[src/rtl/core/dmc_pkg.sv]
// Package for the direct-mapped write-back cache.
// Holds command codes, register indexes, reset values and the request type.
// No dependencies.
package dmc_pkg;

   localparam int ADDR_W = 20;
   localparam int DATA_W = 32;
   localparam int COST_W = 16;
   localparam int CSR_IDX_W = 2;

   localparam logic [1:0] CMD_READ  = 2'd0;
   localparam logic [1:0] CMD_WRITE = 2'd1;
   localparam logic [1:0] CMD_CLEAR = 2'd2;

   localparam logic [CSR_IDX_W-1:0] CSR_MEM_READ  = 2'd0;
   localparam logic [CSR_IDX_W-1:0] CSR_MEM_WRITE = 2'd1;
   localparam logic [CSR_IDX_W-1:0] CSR_HIT_READ  = 2'd2;
   localparam logic [CSR_IDX_W-1:0] CSR_HIT_WRITE = 2'd3;

   localparam logic [COST_W-1:0] MEM_READ_COST_RST  = 16'd100;
   localparam logic [COST_W-1:0] MEM_WRITE_COST_RST = 16'd50;
   localparam logic [COST_W-1:0] HIT_READ_COST_RST  = 16'd1;
   localparam logic [COST_W-1:0] HIT_WRITE_COST_RST = 16'd1;

   typedef enum logic [1:0] {
      OP_READ  = 2'd0,
      OP_WRITE = 2'd1,
      OP_CLEAR = 2'd2,
      OP_NOP   = 2'd3
   } op_type;

   typedef struct packed {
      op_type              op;
      logic [ADDR_W-1:0]   address;
      logic [DATA_W-1:0]   write_data;
   } req_type;

endpackage

[src/rtl/core/dmc_front.sv]
// Front end: accepts requests, decodes the command and queues them (two entries).
// Depends on dmc_pkg.
module dmc_front
   import dmc_pkg::*;
(
   input  logic              clock,
   input  logic              reset,
   input  logic              enable,
   input  logic              req_valid,
   output logic              req_ready,
   input  logic [1:0]        req_command,
   input  logic [ADDR_W-1:0] req_address,
   input  logic [DATA_W-1:0] req_write_data,
   output logic              q_valid,
   output req_type           q_item,
   input  logic              q_pop
);

   req_type    entry_ff [2];
   req_type    entry_in;
   logic [1:0] count_ff, count_in;
   logic       push;
   logic       push_head;

   always_comb begin
      entry_in.address    = req_address;
      entry_in.write_data = req_write_data;
      case (req_command)
         CMD_READ:  entry_in.op = OP_READ;
         CMD_WRITE: entry_in.op = OP_WRITE;
         CMD_CLEAR: entry_in.op = OP_CLEAR;
         default:   entry_in.op = OP_NOP;
      endcase
   end

   assign req_ready = enable && (count_ff != 2'd2);
   assign push      = req_valid && req_ready;
   assign q_valid   = (count_ff != 2'd0);
   assign q_item    = entry_ff[0];
   // A new transfer lands in the head slot when the queue is empty or drains to empty.
   assign push_head = push && (count_ff == 2'd0 || (count_ff == 2'd1 && q_pop));

   always_comb begin
      count_in = count_ff;
      if (push && !q_pop) begin
         count_in = count_ff + 2'd1;
      end else if (q_pop && !push) begin
         count_in = count_ff - 2'd1;
      end
   end

   always_ff @(posedge clock) begin
      if (reset) begin
         count_ff <= 2'd0;
      end else begin
         count_ff <= count_in;
      end
   end

   // Head is entry 0; a pop shifts entry 1 down.
   always_ff @(posedge clock) begin
      if (push_head) begin
         entry_ff[0] <= entry_in;
      end else if (q_pop) begin
         entry_ff[0] <= entry_ff[1];
      end
      if (push && !push_head) begin
         entry_ff[1] <= entry_in;
      end
   end

endmodule

[config.mk]
export PLATFORM = sky130hd
export DESIGN_NAME = dmc_front
export DESIGN_NICKNAME = d
export VERILOG_FILES = /design/src/rtl/core/dmc_pkg.sv /design/src/rtl/core/dmc_front.sv
export SDC_FILE = /design/constraint.sdc
export NUM_CORES = 1
export LEC_CHECK = 0
export BUFFER_PORTS_ARGS = -buffer_cell sky130_fd_sc_hd__buf_2
export CAP_MARGIN = 40
export CORE_ASPECT_RATIO = 0.75
export CORE_MARGIN = 2
export CORE_UTILIZATION = 53
export CTS_CLUSTER_SIZE = 25
export DETAILED_ROUTE_END_ITERATION = 6
export GPL_TIMING_DRIVEN = 0
export PLACE_DENSITY = 0.8
export SYNTH_ARGS = -nofsm -noshare
export SYNTH_HDL_FRONTEND = slang
export SYNTH_SLANG_ARGS = --single-unit
[constraint.sdc]
create_clock -name clock -period 7.5 [get_ports clock]
set_clock_uncertainty 0.05 [all_clocks]
set_input_delay 1.125 -clock clock [delete_from_list [all_inputs] [get_ports clock]]
set_output_delay 1.125 -clock clock [all_outputs]
set_load 0.005 [all_outputs]
==> results.yml <==
timing:
  rsz0062_at_grt: "false"
  worstMarginPinSlew_ps: 773
  slew_headroom_pct: 48.3
  fmax_mhz: 376
  min_period_ps: 2660
  finalCritPeriodShare_pct: 35.5
  setup_ws_ps: 4840
  setup_viol: 0
  slew_violations: 0
  hold_viol_final: 0
grt:
  grt_pass1_wl_mm: 11.8
  grt_start_max_net_pins: 27
  grt_pass1_vias: 2409
  grt_overflow: 0
  grt_usage_pct: 16.2
  antenna_found_initial: 0
logic_synthesis:
  avgSynthCellArea_um2: 18.5
  yosysWarnings: 0
  synth_nets: 308
  synth_cell_types: 17
  synth_area_mm2: 0.00452
  synthCells: 245
  ys_seq_area_share_pct: 72.6
  ys_ff_latch: 110
clocking:
  cts_tree: "built"
  cts_setup_buffers: 0
  post_cts_hold_buffer_count: 0
  clkSinkCount: 110
  htreeDepth: 3
  root_buffer: "clkbuf_16"
  clk_pin_slew_ps: 70
  cts-buffers-inserted: 9
  clockBufferDepth: 2
  insertion_delay_ps: 330
  cts_resized: 0
floorplan:
  die_area_mm2: 0.00930
  rows: 29
  start_util_pct: 54.0
  core-area_mm2: 0.00838
  fp.dieW_um: 111
  die_y_um: 84.0
  num_io_pins: 115
power:
  p_switching_mw: 0.327
  clock_power_share_pct: 33.3
  seq_power_share_pct: 50.9
  power.leakage_nw: 2.29
  vdd_ir_drop_max_mv: 0.149
  p_comb_share_pct: 15.9
  power.share.switching_pct: 21.7
  intPower_mw: 1.18
  p_per_area_mw_per_mm2: 266
cells_and_area:
  fin_nets: 438
  drive_above_1_share_pct: 66.2
  area_growth_pct: 25.3
  fill_cells: 608
  diodes: 0
  fin_area_mm2: 0.00567
drt:
  viasPerCell: 4.78
  wl_per_cell_um: 14.9
  drc: 0
  postRouteWirelength_mm: 7.24
  vias: 2329
  ant_nets: 0
  firstDrtPassIters: 4
  drt_iter0_markers: 85
setup_path:
  end_kind: "output port"
  worstPathArrival_ps: 1490
  worstSetupPathType: "input port to output port"
  crit_required_ps: 6320
  cp_cell_sequence: "buf_2, nor2b_1, buf_2"
  path_buf_inv: 2
  path_max_fanout: 2
  crit_path_max_incr_delay_ps: 120
  startpoint_type: "input port"
  cp_slowest_cell: "buf_2"
  crit_top_cell: "buf_2"
  cp_top_family: "buffers and inverters"
placed_design:
  port_buffers: 114
  gp_congestion: 0.694
  post_dp_cell_area_mm2: 0.00535
  hpwl_mm: 5.06
  pre_cts_ws_ps: 4640
status:
  status: "finished, final reports clean"
min_path:
  min_path_type: "flip-flop to flip-flop"
job:
  drv_cap: 0
-- area by class of cell --
type / instances / area [um2] / share of cell area (%)
Sequential cell: 110 / 3280 / 57.9
Multi-Input combinational cell: 69 / 776 / 13.7
Timing Repair Buffer: 119 / 668 / 11.8
Buffer: 61 / 469 / 8.28
Clock buffer: 9 / 225 / 3.97
Tap cell: 108 / 135 / 2.38
Clock inverter: 6 / 92.6 / 1.63
Inverter: 5 / 18.8 / 0.331
-- flip-flops by register name (all words and copies together), names as in the netlist --
| signal | count |
|---|---|
| count_ff | 2 |
| entry_ff | 108 |
-- power by group through the flow --
| stage | sequential, mW | clock [mW] | combinational [mW] |
|---|---|---|---|
| after detailed placement | 0.782 | 0 | 0.242 |
| after CTS | 0.768 | 0.512 | 0.244 |
| after floorplan | 0.785 | 0 | 0.146 |
| final | 0.768 | 0.502 | 0.240 |
| after global placement | 0.793 | 0 | 0.218 |
| after global routing | 0.774 | 0.534 | 0.261 |
-- cells in the final DEF (no fill, tap or decap), drive strengths merged --
master	Yosys	final
buf	59	178
edfxtp	108	108
mux2	54	54
clkbuf	2	11
inv	5	7
ha	4	4
nor2	3	3
o21ai	2	2
bufinv	0	2
clkinvlp	0	2
dfxtp	2	2
nor2b	1	1
nand3b	1	1
a211oi	1	1
xor2	1	1
xnor2	1	1
mux2i	1	1
-- routing by layer --
layer / routed length, um / vias up / GRT usage, %
li1: - / 1108 / -
met1: 3350 / 1124 / 22.1
met2: 3380 / 90 / 25.6
met3: 442 / 7 / 4.87
met4: 70 / 0 / 4.77
met5: 0 / - / 0
-- through the flow --
stage | total power, mW | TNS [ps] | utilization, % | std cells | hold WS, ps
global placement | 1.01 | -56540 | 62.4 | 467 | 460
CTS | 1.52 | 0 | 67.6 | 487 | 500
floorplan | 0.931 | 0 | - | 245 | 440
finish | 1.51 | 0 | 67.6 | 487 | 498
global route | 1.57 | 0 | 67.6 | 487 | 508
detailed placement | 1.02 | 0 | 63.8 | 472 | 484
-- cell usage after synthesis --
cell	count	share of area [%]
dfxtp_1	2	0.89
xor2_1	1	0.19
o21ai_4	1	0.36
xnor2_1	1	0.19
ha_1	4	1.1
a211oi_1	1	0.17
o21ai_0	1	0.11
mux2_2	54	13
mux2i_1	1	0.22
edfxtp_1	108	72
nor2b_1	1	0.14
clkbuf_1	2	0.17
inv_1	5	0.41
buf_6	5	1.2
nor2_1	3	0.25
buf_4	54	9.0
nand3b_4	1	0.44
-- final timing paths --
path	start	end	slack [ps]	cells past startpoint
setup / recovery	enable	req_ready	4840	3
hold / removal	entry_ff[0][66]	entry_ff[0][12]	500	1
setup reg to reg	count_ff[0]	entry_ff[0][66]	5130	6
hold reg to reg	entry_ff[0][66]	entry_ff[0][12]	500	1
-- logic make-up after synthesis --
| kind of cell | count (synthesis) | share of synthesized area, % |
|---|---|---|
| muxes | 55 | 13.7 |
| xor gates and xnor gates | 2 | 0.387 |
| adders and majority gates | 4 | 1.11 |
| and+or+nand+nor | 5 | 0.830 |
| buffers and inverters | 66 | 10.8 |
| DFF | 110 | 72.6 |
| AOI/OAI and AO/OA | 3 | 0.636 |
No activity file was read; power rests on OpenSTA's default activity.
